[src/hw/rtl/gbag_pkg.sv]
// Shared types, constants and helpers for the glyph blit address generator
`timescale 1ns / 1ps
`default_nettype none

package gbag_pkg;

    // character code space
    localparam int CODE_BITS  = 16;
    localparam int CODE_COUNT = 1 << CODE_BITS;

    typedef logic [CODE_BITS-1:0] code_t;

    localparam code_t CODE_MASK  = code_t'(CODE_COUNT - 1);
    localparam code_t CH_NEWLINE = code_t'(10);
    localparam code_t CH_TAB     = code_t'(9);

    // cyrillic fold window, compared on the full 16-bit code
    localparam logic [15:0] FOLD_LOW  = 16'h0430;
    localparam logic [15:0] FOLD_HIGH = 16'h044F;
    localparam logic [15:0] FOLD_STEP = 16'h0020;

    // decoupling queue
    localparam int Q_DEPTH = 4;
    localparam int Q_PTR_W = $clog2(Q_DEPTH);
    localparam int Q_CNT_W = $clog2(Q_DEPTH + 1);

    // shared divider
    localparam int DIV_W     = 16;
    localparam int DSR_W     = 12;
    localparam int DIV_CNT_W = $clog2(DIV_W);

    // stream widths
    localparam int IN_TDATA_W  = 64;
    localparam int IN_TUSER_W  = 2;
    localparam int OUT_TDATA_W = 104;

    // configuration register indexes and reset values
    localparam int CFG_IDX_W = 2;
    localparam int CFG_DATA_W = 12;
    localparam logic [CFG_IDX_W-1:0] REG_CELL_WIDTH  = 2'd0;
    localparam logic [CFG_IDX_W-1:0] REG_CELL_HEIGHT = 2'd1;
    localparam logic [CFG_IDX_W-1:0] REG_ATLAS_WIDTH = 2'd2;
    localparam logic [7:0]  CELL_WIDTH_RST  = 8'd8;
    localparam logic [7:0]  CELL_HEIGHT_RST = 8'd8;
    localparam logic [11:0] ATLAS_WIDTH_RST = 12'd256;

    // input command codes
    typedef enum logic [1:0] {
        CMD_LOAD  = 2'd0,
        CMD_START = 2'd1,
        CMD_CHAR  = 2'd2
    } cmd_t;

    // operations handed from front to back
    typedef enum logic [1:0] {
        OP_START   = 2'd0,
        OP_NEWLINE = 2'd1,
        OP_TAB     = 2'd2,
        OP_DRAW    = 2'd3
    } op_t;

    typedef struct packed {
        logic [1:0]  cmd;
        logic [15:0] char_code;
        logic [15:0] glyph_index;
        logic [15:0] origin_x;
        logic [15:0] origin_y;
    } item_t;

    typedef struct packed {
        op_t         op;
        logic [15:0] glyph;
        logic [15:0] origin_x;
        logic [15:0] origin_y;
    } entry_t;

    typedef struct packed {
        logic [7:0]  cell_width;
        logic [7:0]  cell_height;
        logic [11:0] atlas_width;
    } cfg_t;

    typedef struct packed {
        logic [31:0] dst_y;
        logic [31:0] dst_x;
        logic [23:0] src_y;
        logic [11:0] src_x;
    } result_t;

    // fold the cyrillic lower-case window down by one step
    function automatic code_t fold_code(input code_t c);
        logic [15:0] w;
        w = 16'(c);
        if (w >= FOLD_LOW && w <= FOLD_HIGH)
        begin
            w = w - FOLD_STEP;
        end
        return w[CODE_BITS-1:0];
    endfunction

endpackage

`default_nettype wire

[src/hw/rtl/gbag_queue.sv]
// Short queue between the front and back ends
`timescale 1ns / 1ps
`default_nettype none

module gbag_queue (
    input  wire logic              clk,
    input  wire logic              rst_n,
    input  wire logic              push,
    input  wire gbag_pkg::entry_t  wr_entry,
    output logic                   ready,
    input  wire logic              pop,
    output gbag_pkg::entry_t       rd_entry,
    output logic                   valid
);
    import gbag_pkg::*;

    entry_t               slot_reg [0:Q_DEPTH-1];
    logic [Q_PTR_W-1:0]   wr_ptr_reg, wr_ptr_next;
    logic [Q_PTR_W-1:0]   rd_ptr_reg, rd_ptr_next;
    logic [Q_CNT_W-1:0]   cnt_reg, cnt_next;
    logic                 do_push;
    logic                 do_pop;

    assign ready   = cnt_reg != Q_CNT_W'(Q_DEPTH);
    assign valid   = cnt_reg != '0;
    assign do_push = push && ready;
    assign do_pop  = pop && valid;

    // pointer and fill count update
    always_comb
    begin
        wr_ptr_next = do_push ? wr_ptr_reg + 1'b1 : wr_ptr_reg;
        rd_ptr_next = do_pop ? rd_ptr_reg + 1'b1 : rd_ptr_reg;
        cnt_next    = cnt_reg;
        if (do_push && !do_pop)
        begin
            cnt_next = cnt_reg + 1'b1;
        end
        else if (do_pop && !do_push)
        begin
            cnt_next = cnt_reg - 1'b1;
        end
    end

    always_ff @(posedge clk or negedge rst_n)
    begin
        if (!rst_n)
        begin
            wr_ptr_reg <= '0;
            rd_ptr_reg <= '0;
            cnt_reg    <= '0;
        end
        else
        begin
            wr_ptr_reg <= wr_ptr_next;
            rd_ptr_reg <= rd_ptr_next;
            cnt_reg    <= cnt_next;
        end
    end

    // entry storage
    always_ff @(posedge clk)
    begin
        if (do_push)
        begin
            slot_reg[wr_ptr_reg] <= wr_entry;
        end
    end

    assign rd_entry = slot_reg[rd_ptr_reg];

endmodule

`default_nettype wire

[config.mk]
export PLATFORM = sky130hd
export DESIGN_NAME = gbag_queue
export DESIGN_NICKNAME = d
export VERILOG_FILES = /design/src/hw/rtl/gbag_pkg.sv /design/src/hw/rtl/gbag_queue.sv
export SDC_FILE = /design/constraint.sdc
export NUM_CORES = 1
export LEC_CHECK = 0
export BUFFER_PORTS_ARGS = -buffer_cell sky130_fd_sc_hd__buf_2
export CAP_MARGIN = 20
export CORE_MARGIN = 2
export CORE_UTILIZATION = 61
export DETAILED_ROUTE_END_ITERATION = 16
export PLACE_DENSITY = 0.92
export SYNTH_ARGS = -nofsm -noshare
export SYNTH_HDL_FRONTEND = slang
export SYNTH_SLANG_ARGS = --single-unit
export TNS_END_PERCENT = 20
[constraint.sdc]
create_clock -name clk -period 4.9 [get_ports clk]
set_input_delay 0.49 -clock clk [delete_from_list [all_inputs] [get_ports clk]]
set_output_delay 0.49 -clock clk [all_outputs]
set_load 0.1 [all_outputs]
* Yosys cells after proc, flatten, opt, wreduce, memory -nomap -nowiden *
Memory sizes are Yosys's and may differ from the RTL's.
Cells that the tools add are included.

word-level totals
  flip-flop bits (word level) = 7
  bits in writable memories = 200
  output and inout bits = 52
  logic and storage cells = 21
  memories kept = 1

memory list
  memory    words  bits a word  read ports  clocked after memory_dff  wr ports  RTL line          source
  slot_reg  4      50           1           0                         1         gbag_queue.sv:17  entry_t slot_reg [0:Q_DEPTH-1];

operators by class
  add/subtract/negate cells = 4
  eq/ne operators = 1
  multiplexer cells = 4
  reductions and logical operators = 8

operators with widths
  cell                                              count
  two-way mux 3 bit                                 2
  adder 2 x 1 -> 2 bit, second input constant       2
  logical AND 1 bit                                 4
  adder 3 x 1 -> 3 bit, second input constant       1
  != test 3 bit, second input constant              1
  nonzero test 3 bit                                1
  subtractor 3 x 1 -> 3 bit, second input constant  1
  zero test 1 bit                                   2
  two-way mux 1 bit                                 2
  nonzero test 2 bit                                1

* Longest topological paths before layout *
  depth in word-level cells = 6
  depth in mapped cells = 8

* Worst setup path before layout *
No wires, ideal clock.

  kind = reg2reg
  start point = register cnt_reg[1]
  end point = register cnt_reg[2]
  setup time = 79 ps
  data arrival time = 2,451 ps
  required time = 4,821 ps
  path slack = 2,369 ps
  stages on the path, launching flop included = 9
  path buffers = 0
  cells stage by stage = dfrtp_1 -> or3_1 -> nand2_1 -> ha_1 -> inv_1 -> fa_1 -> xor2_1 -> nor2_1 -> xor2_1

on the way
  cells in the longest elaborated chain, start to end = 5
  elaborated cells on any way between the ends = 13
  those cells by class = add/sub: 2; eq/ne: 1; mux: 2; reduce/logical: 8

RTL lines
  what                                                     RTL line          source
  start: declaration                                       gbag_queue.sv:20  logic [Q_CNT_W-1:0] cnt_reg, cnt_next;
  start signal: assignment                                 gbag_queue.sv:57  cnt_reg <= cnt_next;
  nonzero test 3 bit *                                     gbag_queue.sv:25  assign valid = cnt_reg != '0;
  net valid                                                gbag_queue.sv:13  output logic valid
  logical AND 1 bit *                                      gbag_queue.sv:27  assign do_pop = pop && valid;
  zero test 1 bit                                          gbag_queue.sv:35  if (do_push && !do_pop)
  logical AND 1 bit                                        gbag_queue.sv:35
  two-way mux 3 bit or nonzero test 2 bit (tied branches)  -

Mark *: on every way through the listed nets, which the timed path passes. The rest lies on a longest branch. The select of a mux whose other input is x is not followed.
A chain may end at the register's enable or synchronous reset.

==> metrics.cfg <==
[outcome]
status = finished clean

[floorplanning]
row_count = 41
io-pin-count = 106
core-area_sq_um = 12500
fp.dieW_microns = 116
initial_core_util_pct = 61.7
fp.dieH_microns = 116
design.die.area_sq_um = 13500

[synthesis]
synth_sequential_area_ratio_pct = 80.4
synth_cell_type_count = 20
synth_cells = 297
synth-seq-cells = 207
ys_top_cells_by_area = sky130_fd_sc_hd__edfxtp_1, sky130_fd_sc_hd__mux4_2, sky130_fd_sc_hd__dfrtp_1, sky130_fd_sc_hd__buf_12, sky130_fd_sc_hd__ha_1
mappedNetlistNets = 357
synth_area_leader_cell = sky130_fd_sc_hd__edfxtp_1
number_of_warning_messages_in_the_yosys_log = 0
mappedNetlistArea_sq_um = 7690
yosys.area.top_type_share_pct = 78.1
post_synth.cell_area_avg_sq_um = 25.9

[cells_and_area]
flow.area_growth_from_synthesis_pct = 16.4
final_layout_size_suffix_gt1_share_pct = 44.4
mostFrequentLayoutCells = sky130_fd_sc_hd__edfxtp_1, sky130_fd_sc_hd__buf_2, sky130_fd_sc_hd__mux4_2
layout.area.seq_sq_um = 6190
max_reg_flops = 200
multiInputGateArea_sq_um = 1360
final_common_cell = sky130_fd_sc_hd__edfxtp_1
fillers = 704
n_antenna_cell = 0
finish.net_count = 480

[worst_setup_path]
cp_slowest_stage_delay_ps = 780
worst_setup_path_start_kind = flop
critPathBufInv = 2
timing.critical_path.arrival_ps = 2460
worst_setup_path_end_kind = output pin
worstPathRequired_ps = 4410
sequence_of_cells_on_the_critical_path = buf_4 -> mux4_2 -> buf_2
worstPathMaxFanout = 26
critPathKind = flop to output pin
path_delay_family = buffers and inverters
cp_slowest_cell = sky130_fd_sc_hd__dfrtp_2

[route]
drt_pass1_iterations = 4
via_count = 3403
wl_per_cell_microns = 21.2
post_route_wl_microns = 12800
dr.first_iter.drc_count = 216
vias_per_cell = 5.65
detail_route.drc_violations = 0
post_detailed_route_count_of_antenna_violating_nets = 0

[clock_tree]
cts_tree = done
tritoncts_sink_count = 207
cts_made_buffers = 21
h_tree_level_count = 1
cts_resized = 0
cts_post_setup_buffers_inserted = 0
clock_tree.buffer_depth = 3
clock_input_transition_at_the_sequential_cells_of_the_worst_setup_and_hold_paths_ps = 60
clk_root_buffer_cell = sky130_fd_sc_hd__clkbuf_16
worst_skew_pair.late_latency_ps = 470
cts-hold-fix-buffers = 1

[sta]
finalMaxSlewViolations = 0
timing.final.hold_violations = 0
crit_share_post_route_pct = 60.3
rsz0062_at_grt = false
report.final.setup_viol = 0
transition_at_the_pin_with_the_smallest_max_transition_slack_ps = 651
final.setup.tns_ps = 0
final.min_clock_period_ps = 2950
fin_worst_skew_ps = 14.5
achievable-frequency_mhz = 338
slew_headroom_pct = 56.6

[hold_path]
min_delay_path_class = input port to flop

[global_routing]
antenna_found_initial = 0
first_global_vias = 3631
global_route.overflow_total = 0
first_pass_grt_wire_length_microns = 19100
global_route.usage.total_pct = 19.2
maximum_number_of_pins_on_one_net_before_global_route_repair = 53

[run]
timing.max_cap.violations = 0

[placed_design]
place_hpwl_microns = 7490
placement.io_buffers = 105
place_congestion = 0.678

[cell families (layout without fill, tap and decap cells)]
kind of cell    count (synthesis)  after routing  synth area share (%)
simple gates                   10             10                 0.667
compound gates                  1              1                 0.146
fa+ha+maj                       6              6                  1.07
flops                         207            207                  80.4
mux                            52             52                  15.0
buf+inv                        15            148                  1.97
xor+xnor                        6              6                 0.684
[path summary, 6_finish.rpt]
check	startpoint	end	slack, ps	cells past startpoint
max	rd_ptr_reg[1]$_DFFE_PN0P_	rd_entry[47]	1950	3
min	wr_entry[10]	slot_reg[1][10]$_DFFE_PP_	230	1
max reg2reg	cnt_reg[0]$_DFFE_PN0P_	slot_reg[0][28]$_DFFE_PP_	2560	4
min reg2reg	cnt_reg[2]$_DFFE_PN0P_	cnt_reg[2]$_DFFE_PN0P_	540	1
max in group asynchronous	rst_n	rd_ptr_reg[0]$_DFFE_PN0P_	4310	2
min in group asynchronous	rst_n	wr_ptr_reg[1]$_DFFE_PN0P_	390	2
[per-stage QoR]
step	setup WS [ps]	cell area, sq um	util, %	hold slack, ps	cells
after floorplan	2370	7690	-	194	297
after global placement	2280	8330	66.9	329	567
after detailed placement	2280	8330	66.9	339	567
after CTS	1740	8920	71.6	213	601
after global routing	1830	8950	71.8	209	602
final	1950	8950	71.8	232	602
[cell usage after synthesis (all sizes together)]
library cell / instances
nor2: 2
mux2: 2
and2: 4
xnor2: 4
edfxtp: 200
a21boi: 1
ha: 5
mux4: 50
dfrtp: 7
clkbuf: 1
buf: 11
xor2: 2
nand3: 1
nand2: 2
fa: 1
or3: 1
inv: 3
[per-layer routing]
layer | part of all wire (%) | global-route usage [%] | wire, microns
met1 | 41 | 26.2 | 5210
met2 | 52 | 32.1 | 6610
met3 | 5.1 | 4.00 | 645
met4 | 2.3 | 5.71 | 291
met5 | 0 | 0 | 0
[cell type report]
class,instances,area share (%)
sequential,207,69.1
inverter,3,0.126
clock inverter,9,0.447
multi-input combinational,75,15.2
tap,172,2.40
timing repair buffer,112,6.71
clock buffer,24,6.00
Power is not shown: default switching activity piles up to over one toggle a cycle in this logic, so the estimate is an artifact.
