$ cat config.mk
export PLATFORM = sky130hd
export DESIGN_NAME = gbag_back
export DESIGN_NICKNAME = d
export VERILOG_FILES = /design/src/hw/rtl/gbag_pkg.sv /design/src/hw/rtl/gbag_div.sv /design/src/hw/rtl/gbag_back.sv
export SDC_FILE = /design/constraint.sdc
export NUM_CORES = 1
export LEC_CHECK = 0
export BUFFER_PORTS_ARGS = -buffer_cell sky130_fd_sc_hd__clkbuf_2
export CAP_MARGIN = 20
export CORE_AREA = 2 2 248 250
export DETAILED_ROUTE_END_ITERATION = 10
export DIE_AREA = 0 0 250 252
export GPL_TIMING_DRIVEN = 0
export SLEW_MARGIN = 40
export SYNTH_ARGS = -nofsm -noshare
export SYNTH_HDL_FRONTEND = slang
export SYNTH_SLANG_ARGS = --single-unit
$ cat constraint.sdc
create_clock -name clk -period 13.36 [get_ports clk]
set_input_delay 2.004 -clock clk [delete_from_list [all_inputs] [get_ports clk]]
set_output_delay 2.004 -clock clk [all_outputs]
set_load 0.01 [all_outputs]
$ cat src/hw/rtl/gbag_pkg.sv
// Shared types, constants and helpers for the glyph blit address generator
`timescale 1ns / 1ps
`default_nettype none

package gbag_pkg;

    // character code space
    localparam int CODE_BITS  = 16;
    localparam int CODE_COUNT = 1 << CODE_BITS;

    typedef logic [CODE_BITS-1:0] code_t;

    localparam code_t CODE_MASK  = code_t'(CODE_COUNT - 1);
    localparam code_t CH_NEWLINE = code_t'(10);
    localparam code_t CH_TAB     = code_t'(9);

    // cyrillic fold window, compared on the full 16-bit code
    localparam logic [15:0] FOLD_LOW  = 16'h0430;
    localparam logic [15:0] FOLD_HIGH = 16'h044F;
    localparam logic [15:0] FOLD_STEP = 16'h0020;

    // decoupling queue
    localparam int Q_DEPTH = 4;
    localparam int Q_PTR_W = $clog2(Q_DEPTH);
    localparam int Q_CNT_W = $clog2(Q_DEPTH + 1);

    // shared divider
    localparam int DIV_W     = 16;
    localparam int DSR_W     = 12;
    localparam int DIV_CNT_W = $clog2(DIV_W);

    // stream widths
    localparam int IN_TDATA_W  = 64;
    localparam int IN_TUSER_W  = 2;
    localparam int OUT_TDATA_W = 104;

    // configuration register indexes and reset values
    localparam int CFG_IDX_W = 2;
    localparam int CFG_DATA_W = 12;
    localparam logic [CFG_IDX_W-1:0] REG_CELL_WIDTH  = 2'd0;
    localparam logic [CFG_IDX_W-1:0] REG_CELL_HEIGHT = 2'd1;
    localparam logic [CFG_IDX_W-1:0] REG_ATLAS_WIDTH = 2'd2;
    localparam logic [7:0]  CELL_WIDTH_RST  = 8'd8;
    localparam logic [7:0]  CELL_HEIGHT_RST = 8'd8;
    localparam logic [11:0] ATLAS_WIDTH_RST = 12'd256;

    // input command codes
    typedef enum logic [1:0] {
        CMD_LOAD  = 2'd0,
        CMD_START = 2'd1,
        CMD_CHAR  = 2'd2
    } cmd_t;

    // operations handed from front to back
    typedef enum logic [1:0] {
        OP_START   = 2'd0,
        OP_NEWLINE = 2'd1,
        OP_TAB     = 2'd2,
        OP_DRAW    = 2'd3
    } op_t;

    typedef struct packed {
        logic [1:0]  cmd;
        logic [15:0] char_code;
        logic [15:0] glyph_index;
        logic [15:0] origin_x;
        logic [15:0] origin_y;
    } item_t;

    typedef struct packed {
        op_t         op;
        logic [15:0] glyph;
        logic [15:0] origin_x;
        logic [15:0] origin_y;
    } entry_t;

    typedef struct packed {
        logic [7:0]  cell_width;
        logic [7:0]  cell_height;
        logic [11:0] atlas_width;
    } cfg_t;

    typedef struct packed {
        logic [31:0] dst_y;
        logic [31:0] dst_x;
        logic [23:0] src_y;
        logic [11:0] src_x;
    } result_t;

    // fold the cyrillic lower-case window down by one step
    function automatic code_t fold_code(input code_t c);
        logic [15:0] w;
        w = 16'(c);
        if (w >= FOLD_LOW && w <= FOLD_HIGH)
        begin
            w = w - FOLD_STEP;
        end
        return w[CODE_BITS-1:0];
    endfunction

endpackage

`default_nettype wire

$ cat src/hw/rtl/gbag_div.sv
// Restoring divider, one quotient bit per cycle
`timescale 1ns / 1ps
`default_nettype none

module gbag_div (
    input  wire logic                         clk,
    input  wire logic                         rst_n,
    input  wire logic                         start,
    input  wire logic [gbag_pkg::DIV_W-1:0]   dividend,
    input  wire logic [gbag_pkg::DSR_W-1:0]   divisor,
    output logic                              busy,
    output logic                              done,
    output logic [gbag_pkg::DIV_W-1:0]        quotient,
    output logic [gbag_pkg::DSR_W-1:0]        remainder
);
    import gbag_pkg::*;

    logic                 busy_reg, busy_next;
    logic                 done_reg, done_next;
    logic [DIV_CNT_W-1:0] cnt_reg, cnt_next;
    logic [DIV_W-1:0]     quo_reg, quo_next;
    logic [DSR_W-1:0]     rem_reg, rem_next;
    logic [DSR_W-1:0]     dsr_reg, dsr_next;
    logic [DSR_W:0]       shifted;
    logic [DSR_W:0]       trial;

    // one shift and trial subtract per step
    always_comb
    begin
        shifted   = {rem_reg, quo_reg[DIV_W-1]};
        trial     = shifted - {1'b0, dsr_reg};
        busy_next = busy_reg;
        done_next = 1'b0;
        cnt_next  = cnt_reg;
        quo_next  = quo_reg;
        rem_next  = rem_reg;
        dsr_next  = dsr_reg;
        if (start)
        begin
            busy_next = 1'b1;
            cnt_next  = '0;
            quo_next  = dividend;
            rem_next  = '0;
            dsr_next  = divisor;
        end
        else if (busy_reg)
        begin
            if (!trial[DSR_W])
            begin
                rem_next = trial[DSR_W-1:0];
                quo_next = {quo_reg[DIV_W-2:0], 1'b1};
            end
            else
            begin
                rem_next = shifted[DSR_W-1:0];
                quo_next = {quo_reg[DIV_W-2:0], 1'b0};
            end
            cnt_next = cnt_reg + 1'b1;
            if (cnt_reg == DIV_CNT_W'(DIV_W - 1))
            begin
                busy_next = 1'b0;
                done_next = 1'b1;
            end
        end
    end

    // control state
    always_ff @(posedge clk or negedge rst_n)
    begin
        if (!rst_n)
        begin
            busy_reg <= 1'b0;
            done_reg <= 1'b0;
            cnt_reg  <= '0;
        end
        else
        begin
            busy_reg <= busy_next;
            done_reg <= done_next;
            cnt_reg  <= cnt_next;
        end
    end

    // datapath registers
    always_ff @(posedge clk)
    begin
        quo_reg <= quo_next;
        rem_reg <= rem_next;
        dsr_reg <= dsr_next;
    end

    assign busy      = busy_reg;
    assign done      = done_reg;
    assign quotient  = quo_reg;
    assign remainder = rem_reg;

endmodule

`default_nettype wire

$ cat src/hw/rtl/gbag_back.sv
// Back end: cursor state, glyph split and result register
`timescale 1ns / 1ps
`default_nettype none

module gbag_back (
    input  wire logic              clk,
    input  wire logic              rst_n,
    input  wire gbag_pkg::cfg_t    cfg,
    input  wire logic              geom_wr,
    input  wire logic              q_valid,
    input  wire gbag_pkg::entry_t  q_entry,
    output logic                   q_pop,
    output logic                   out_valid,
    input  wire logic              out_ready,
    output gbag_pkg::result_t      out_data
);
    import gbag_pkg::*;

    typedef enum logic [5:0] {
        ST_IDLE  = 6'b000001,
        ST_PREP  = 6'b000010,
        ST_CHECK = 6'b000100,
        ST_DIV   = 6'b001000,
        ST_MUL   = 6'b010000,
        ST_OUT   = 6'b100000
    } state_t;

    state_t      state_reg, state_next;
    logic [31:0] cur_x_reg, cur_x_next;
    logic [31:0] cur_y_reg, cur_y_next;
    logic [15:0] org_x_reg, org_x_next;
    logic        dirty_reg, dirty_next;
    logic [11:0] per_row_reg, per_row_next;
    logic        frac_reg, frac_next;
    logic [15:0] glyph_reg, glyph_next;
    logic [11:0] col_reg, col_next;
    logic [15:0] row_reg, row_next;
    logic [11:0] src_x_reg, src_x_next;
    logic [23:0] src_y_reg, src_y_next;
    logic        out_valid_reg, out_valid_next;
    result_t     out_data_reg, out_data_next;

    logic [11:0] fw_eff;
    logic [23:0] prod;
    logic        fits_row0;
    logic [12:0] lim;
    logic [19:0] col_prod;
    logic        out_free;

    logic             div_start;
    logic [DIV_W-1:0] div_dividend;
    logic [DSR_W-1:0] div_divisor;
    logic             div_busy;
    logic             div_done;
    logic [DIV_W-1:0] div_quo;
    logic [DSR_W-1:0] div_rem;

    gbag_div u_div (
        .clk       (clk),
        .rst_n     (rst_n),
        .start     (div_start),
        .dividend  (div_dividend),
        .divisor   (div_divisor),
        .busy      (div_busy),
        .done      (div_done),
        .quotient  (div_quo),
        .remainder (div_rem)
    );

    // geometry terms
    assign fw_eff    = (cfg.atlas_width == '0) ? 12'd1 : cfg.atlas_width;
    assign prod      = {8'd0, glyph_reg} * {16'd0, cfg.cell_width};
    assign fits_row0 = (cfg.cell_width == '0) || (prod < {12'd0, fw_eff});
    assign lim       = {1'b0, per_row_reg} + {12'd0, frac_reg};
    assign col_prod  = {8'd0, col_reg} * {12'd0, cfg.cell_width};
    assign out_free  = !out_valid_reg || out_ready;
    assign q_pop     = q_valid && (state_reg == ST_IDLE);

    // sequencer
    always_comb
    begin
        state_next     = state_reg;
        cur_x_next     = cur_x_reg;
        cur_y_next     = cur_y_reg;
        org_x_next     = org_x_reg;
        dirty_next     = dirty_reg || geom_wr;
        per_row_next   = per_row_reg;
        frac_next      = frac_reg;
        glyph_next     = glyph_reg;
        col_next       = col_reg;
        row_next       = row_reg;
        src_x_next     = src_x_reg;
        src_y_next     = src_y_reg;
        out_valid_next = out_valid_reg && !out_ready;
        out_data_next  = out_data_reg;
        div_start      = 1'b0;
        div_dividend   = {{(DIV_W-12){1'b0}}, fw_eff};
        div_divisor    = {{(DSR_W-8){1'b0}}, cfg.cell_width};
        case (state_reg)
            ST_IDLE:
            begin
                if (q_valid)
                begin
                    case (q_entry.op)
                        OP_START:
                        begin
                            cur_x_next = {{16{q_entry.origin_x[15]}}, q_entry.origin_x};
                            cur_y_next = {{16{q_entry.origin_y[15]}}, q_entry.origin_y};
                            org_x_next = q_entry.origin_x;
                        end
                        OP_NEWLINE:
                        begin
                            cur_y_next = cur_y_reg + {24'd0, cfg.cell_height};
                            cur_x_next = {{16{org_x_reg[15]}}, org_x_reg};
                        end
                        OP_TAB:
                        begin
                            cur_x_next = cur_x_reg + {23'd0, cfg.cell_width, 1'b0};
                        end
                        default:
                        begin
                            glyph_next = q_entry.glyph;
                            if (dirty_reg && (cfg.cell_width != '0))
                            begin
                                div_start  = 1'b1;
                                state_next = ST_PREP;
                            end
                            else
                            begin
                                state_next = ST_CHECK;
                            end
                        end
                    endcase
                end
            end
            ST_PREP:
            begin
                // glyphs per row and whether the row limit rounds up
                if (div_done)
                begin
                    per_row_next = (div_quo == '0) ? 12'd1 : div_quo[11:0];
                    frac_next    = (div_quo != '0) && (div_rem != '0);
                    dirty_next   = geom_wr;
                    state_next   = ST_CHECK;
                end
            end
            ST_CHECK:
            begin
                if (fits_row0)
                begin
                    src_x_next = prod[11:0];
                    src_y_next = '0;
                    state_next = ST_OUT;
                end
                else
                begin
                    div_start    = 1'b1;
                    div_dividend = glyph_reg - {3'd0, lim};
                    div_divisor  = per_row_reg;
                    state_next   = ST_DIV;
                end
            end
            ST_DIV:
            begin
                if (div_done)
                begin
                    col_next   = div_rem + {11'd0, frac_reg};
                    row_next   = div_quo + 1'b1;
                    state_next = ST_MUL;
                end
            end
            ST_MUL:
            begin
                src_x_next = col_prod[11:0];
                src_y_next = {8'd0, row_reg} * {16'd0, cfg.cell_height};
                state_next = ST_OUT;
            end
            ST_OUT:
            begin
                if (out_free)
                begin
                    cur_x_next          = cur_x_reg + {24'd0, cfg.cell_width};
                    out_valid_next      = 1'b1;
                    out_data_next.src_x = src_x_reg;
                    out_data_next.src_y = src_y_reg;
                    out_data_next.dst_x = cur_x_next;
                    out_data_next.dst_y = cur_y_reg;
                    state_next          = ST_IDLE;
                end
            end
            default:
            begin
                state_next = ST_IDLE;
            end
        endcase
    end

    always_ff @(posedge clk or negedge rst_n)
    begin
        if (!rst_n)
        begin
            state_reg     <= ST_IDLE;
            cur_x_reg     <= '0;
            cur_y_reg     <= '0;
            org_x_reg     <= '0;
            dirty_reg     <= 1'b1;
            out_valid_reg <= 1'b0;
        end
        else
        begin
            state_reg     <= state_next;
            cur_x_reg     <= cur_x_next;
            cur_y_reg     <= cur_y_next;
            org_x_reg     <= org_x_next;
            dirty_reg     <= dirty_next;
            out_valid_reg <= out_valid_next;
        end
    end

    // datapath registers
    always_ff @(posedge clk)
    begin
        per_row_reg  <= per_row_next;
        frac_reg     <= frac_next;
        glyph_reg    <= glyph_next;
        col_reg      <= col_next;
        row_reg      <= row_next;
        src_x_reg    <= src_x_next;
        src_y_reg    <= src_y_next;
        out_data_reg <= out_data_next;
    end

    assign out_valid = out_valid_reg;
    assign out_data  = out_data_reg;

    // divider is running or finishing whenever the sequencer waits on it
    a_div_tracks_state: assert property (@(posedge clk) disable iff (!rst_n)
        (state_reg == ST_DIV || state_reg == ST_PREP) |-> (div_busy || div_done))
        else $error("sequencer waits on an idle divider");

    // row split only runs with a usable glyphs-per-row value
    a_per_row_nonzero: assert property (@(posedge clk) disable iff (!rst_n)
        (state_reg == ST_CHECK && !fits_row0) |-> (per_row_reg != '0))
        else $error("glyphs per row is zero in the row split");

    // a drawn glyph leaves idle on the next cycle
    a_draw_leaves_idle: assert property (@(posedge clk) disable iff (!rst_n)
        (q_pop && q_entry.op == OP_DRAW) |=> (state_reg != ST_IDLE))
        else $error("draw entry popped without starting the split");

    // finishing a glyph always presents a result
    a_out_loaded: assert property (@(posedge clk) disable iff (!rst_n)
        (state_reg == ST_OUT && out_free) |=> out_valid_reg)
        else $error("result lost at the output register");

endmodule

`default_nettype wire

* Word-level counts from Yosys, hierarchy flattened
Cells that the tools add are included. Widths: inputs -> output; s select.
Word-level totals: input port bits 83, bits in read-only memories 0, logic and storage cells 129, memory bits (writable) 0, bits in latches 0, memories 0, flip-flop bits (word level) 327
Operators by class: mux-type cells 43, shifts and indexed selects 0, div/mod/pow operators 0, multiply operators 3, order comparisons 1, reduce and logical (&&, ||, !) cells 31, add/subtract/negate cells 9, bitwise operators 2, eq/ne operators 16
Operator list (count):
- $pmux 32 s2 | 2
- $pmux 32 s3 | 1
- $add 32x8->32 | 2
- $mux 16 | 4
- $mux 32 | 2
- $mul 16x8->24 | 2
- $pmux 24 s2 | 1
- $mux 12 | 3
- $mux 6 | 6
- $pmux 6 s6 | 1
- $add 32x9->32 | 1
- $lt 24x12->1 | 1
- $mux 24 | 1
- $pmux 12 s2 | 1
- $add 16x1->16 const B | 1
- $logic_not 16->1 | 1
- $mux 8 | 2
- $reduce_bool 16->1 | 1
- $sub 16x13->16 | 1
- $mux 1 | 15
- $add 12x1->13 | 1
- $sub 13x12->13 | 1
- $add 12x1->12 | 1
- $logic_not 12->1 | 1
- other kinds (32) | 52

* Longest topological paths before layout
depth in word-level cells 7, depth in mapped cells 30

* By module
A second synthesis with hierarchy kept.
Second synthesis, totals: cells, all modules 2797, area, all modules 27228.6 um^2
By module, submodules not included:
- gbag_back | area an instance 24534.8 um^2, cells an instance 2545, seq. area each 8000.2 um^2, times used 1
- gbag_div | area an instance 2693.8 um^2, cells an instance 252, seq. area each 1231.2 um^2, times used 1

* Least setup slack after synthesis
Ideal clock, no wire load.
path type input to register, start input cfg[22] in the netlist's numbering, end register src_x_reg[0] (enable), stages on the path 26, buffers on the path 2, arrival time 9592 ps, setup time 451 ps, setup slack 3317 ps, cell sequence clkbuf_1 -> clkbuf_1 -> nand2_1 -> fa_1 -> fa_1 -> inv_1 -> fa_1 -> inv_1 -> fa_1 -> inv_1 -> ha_1 -> o21ai_0 -> o21a_1 -> or2_2 -> inv_1 -> a31oi_1 -> xnor2_1 -> ha_1 -> nand4_1 -> nor3_1 -> a2111oi_0 -> nand4_1 -> a211o_1 -> nor3_1 -> nand4_4 -> a31oi_1
Between the ends: cells in the longest elaborated chain, start to end 5, elaborated cells between the ends (all ways) 6
RTL lines:
- from (decl) | line gbag_back.sv:8 | input wire gbag_pkg::cfg_t cfg,
- $mul 16x8->24 | line gbag_back.sv:72 | assign prod = {8'd0, glyph_reg} * {16'd0, cfg.cell_width};
- $lt 24x12->1 | line gbag_back.sv:73 | assign fits_row0 = (cfg.cell_width == '0) || (prod < {12'd0, fw_eff});
- $logic_or 1x1->1 (*) | line gbag_back.sv:73
- $ne 2x2->1 (no line) (*)
- $reduce_and 2->1 (no line) (*)
- to (signal assigned) | line gbag_back.sv:228 | src_x_reg <= src_x_next;
- to (decl) | line gbag_back.sv:38 | logic [11:0] src_x_reg, src_x_next;
Every way passes the cells marked *; elsewhere a longest branch is shown, timed or not. A chain may end at the register's enable or synchronous reset.

* Worst setup path after layout
start input cfg[22] in the netlist's numbering, end register u_div.quo_reg[15], in the netlist u_div.quotient[15] (enable)
Between the ends: cells in the longest elaborated chain, start to end 7, elaborated cells between the ends (all ways) 12
RTL lines:
- branches (longest 5 deep; another with $mul 16x8->24)
- $pmux 1 s2 (*) | line gbag_back.sv:99 | case (state_reg)
- $reduce_bool 2->1 (no line) (*)
- to (signal assigned) | line gbag_div.sv:87 | quo_reg <= quo_next;
- to (decl) | line gbag_div.sv:21 | logic [DIV_W-1:0] quo_reg, quo_next;
Mark *: on every way between the ends.

==> impl_results.md <==
* Top cells by count, synth: inv_1, nand2_1, nor2_1
* Vias per inst at 5.60
* Post-CTS setup buffer count at 0
* CP startpoint: cfg[22]
* Top post-synthesis cells by area: edfxtp_1, fa_1, ha_1
* Via Count at 21.4k
* Num CTS Buffers at 40
* Slowest cell on crit path: clkinv_1
* Placed cells at 3756
* Effective utilization at floorplan at 44.6%
* Largest net degree at the start of global routing at 77
* Crit-path leading delay family: adder cells
* Top-count cell post-synth: inv_1
* H-tree levels at 2
* CTS sink cnt at 327
* Required @ worst endpoint at 13.51 ns
* CTS tree: yes
* Final hold violations at 0
* Maxcap violations at 0
* Global-route wire length before repair at 121 mm
* Critical path class: in -> reg
* Die X at 250 um
* Final ANT Viol Nets at 0
* ANT cells at 0
* Max transition margin at 43.5%
* Row count at 90
* Starting DRT DRC Count at 1676
* Die area at 63000 um^2
* Max Freq at 0.0957 GHz
* Yosys warns at 0
* Top-area cell type share of the netlist area at 24.8%
* Startpoint Class: primary input
* WL final at 77.2 mm
* Min Clock Period, post-route at 10.45 ns
* Worst hold path startpoint: src_y_reg[18]
* Post-CTS sizing at 0
* Worst R2R End: u_div.quotient[15]
* Final setup vio count at 0
* Status: finished, final reports clean
* Final HPWL from detailed placement at 60.0 mm
* Fin cells at 3826
* Crit path largest cell delay at 0.63 ns
* Routability congestion estimate at 0.918
* Top-Level Pins at 185
* RSZ-0062 raised after global routing: false
* Core area at 60100 um^2
* Vias in the first global route at 21.6k
* Global route overflow at 0
* Syn avg cell area at 9.63 um^2
* Antenna violations before repair at 0
* Power Density at 178 nW/um^2
* Top FF cell, synth: edfxtp_1
* Final setup skew at 0.0197 ns
* CTS Root Cell: clkbuf_16
* Hold Crit Class: reg -> reg
* Post-Syn Nets at 3263
* Crit Path Max Fanout at 16
* Final worst-path cycle share at 78.2%
* Sequential-to-total area share from yosys stat at 34.4%
* # port buffers at 184
* R2R cell count at 26
* Clk pin slew, worst setup/hold paths at 0.06 ns
* Wire per inst at 20.2 um
* Fill count at 5695
* Layout area overhead at 12.4%
* CP bufs+invs at 6
* Hold endpoint: out_data[30]
* Max FFs per register at 100
* GRT Total Usage at 24.6%
* Setup TNS at 0 ns
* Reg2reg start: glyph_reg[0]
* Async S/R FF share, synth at 28.7%
* Pre-Repair DR Iteration Count at 5
* DRC viols at 0
* Layout Nets at 3496
* Synth Cell Area at 26800 um^2
* Die H at 252 um
* Critical path arrival at 10.60 ns
* Least-Margin Pin Slew at 0.843 ns
* CP most frequent cell: fa_1
* Count of pins over their slew limit at 0
* Share of layout cells above drive strength 1 at 10.3%
* Clock latency on the worst-skew pair at 0.58 ns
* Hold depth at 0
* Clock Tree Buf Depth at 3
* Element type at the critical path end: register
* Post-synth EDFFs at 221
* Max VDD drop at 124 uV
* P_leak at 13.4 nW
* Yosys top cell by area: edfxtp_1
* Reg2reg setup slack at 4.89 ns
* CTS Hold Bufs at 0
* Mapped Cells at 2783
* Seq cells post-synth at 327
* Distinct cell type count after synthesis at 86
[power by group]
part / internal (W) / leakage (nW) / switching (W)
clock network: 0.000617 / 0.617 / 0.000461
logic: 0.00109 / 9.40 / 0.00164
registers: 0.00135 / 3.35 / 0.000206
total: 0.00306 / 13.4 / 0.00231
[how the worst max path moves through the flow]
stage / endpoint / slack [ns] / cells past startpoint
finish: u_div.quotient[15] / 2.91 / 26
global route: u_div.quotient[10] / 2.53 / 26
CTS: u_div.quotient[12] / 3.06 / 26
detailed placement: u_div.quotient[4] / 2.49 / 26
global placement: src_y_reg[7] / 0.35 / 24
floorplan: src_x_reg[0] / 3.32 / 26
[cell usage in the layout, fill, tap and decap left out, drive strengths merged, types with 15 or more instances in the layout]
| master | count |
|---|---|
| a211oi | 19 |
| a21o | 24 |
| a21oi | 150 |
| a221oi | 20 |
| a31oi | 21 |
| and2 | 144 |
| and3 | 33 |
| buf | 19 |
| clkbuf | 337 |
| clkinv | 24 |
| dfrtp | 92 |
| edfxtp | 221 |
| fa | 210 |
| ha | 187 |
| inv | 339 |
| mux2 | 19 |
| mux2i | 16 |
| nand2 | 290 |
| nand3 | 59 |
| nand4 | 19 |
| nor2 | 228 |
| nor3 | 53 |
| o21a | 28 |
| o21ai | 112 |
| o22ai | 15 |
| xnor2 | 95 |
| xor2 | 53 |
[worst reg2reg max path, cell delays in order, from the launching register on]
cell and delay (ns):
edfxtp_1 0.70, nand2_1 0.18, fa_1 0.55, fa_1 0.55, inv_1 0.05, fa_1 0.53
inv_1 0.05, fa_1 0.53, inv_1 0.05, ha_1 0.34, o21ai_0 0.10, o21a_1 0.23
or2_2 0.31, inv_1 0.06, a31oi_1 0.09, xnor2_1 0.22, ha_1 0.33, nand4_1 0.14
nor3_1 0.14, a2111oi_0 0.42, nand4_1 0.22, a211o_1 0.33, nor3_1 0.42, nand4_4 0.34
a21boi_2 0.39, buf_2 0.31, nand2_1 0.48
[final cells by class]
class                   count  area (um^2)  share of cell area, %
well taps                 782          978                   3.25
inverters                 350         1320                   4.39
plain buffers             113          437                   1.45
repair buffers            191         1030                   3.43
flip-flops and latches    327         9230                   30.6
clock inverters            18          170                  0.565
clock buffers              52         1090                   3.61
multi-input cells        1993        15900                   52.7
[layer usage]
layer | vias to the layer above | share of wire (%) | GRT usage (%)
met5 | - | 0 | 0
met1 | 10668 | 44 | 33.2
li1 | 9923 | - | -
met4 | 0 | 2.9 | 7.54
met3 | 121 | 6.2 | 4.03
met2 | 704 | 47 | 40.6
[cell families after synthesis]
family,Yosys count,share of synthesized area (%)
and+or+nand+nor,906,16.1
AOI/OAI and AO/OA,507,12.3
buffers and inverters,463,6.53
adders and majority gates,397,24.4
DFF,327,34.4
xor gates and xnor gates,148,4.84
muxes,35,1.40
[through the flow]
| stage | util [%] | total power, W | setup WS, ns | cell area [um^2] | hold WS (ns) |
|---|---|---|---|---|---|
| floorplan | - | 0.00353 | 3.32 | 26800 | 0.400 |
| global placement | 47.7 | 0.00420 | 0.354 | 28700 | 0.401 |
| detailed placement | 48.0 | 0.00426 | 2.49 | 28900 | 0.405 |
| CTS | 50.1 | 0.00537 | 3.06 | 30100 | 0.416 |
| global route | 50.1 | 0.00578 | 2.53 | 30100 | 0.425 |
| finish | 50.1 | 0.00537 | 2.91 | 30100 | 0.414 |
(Power assumes the default switching activity.)
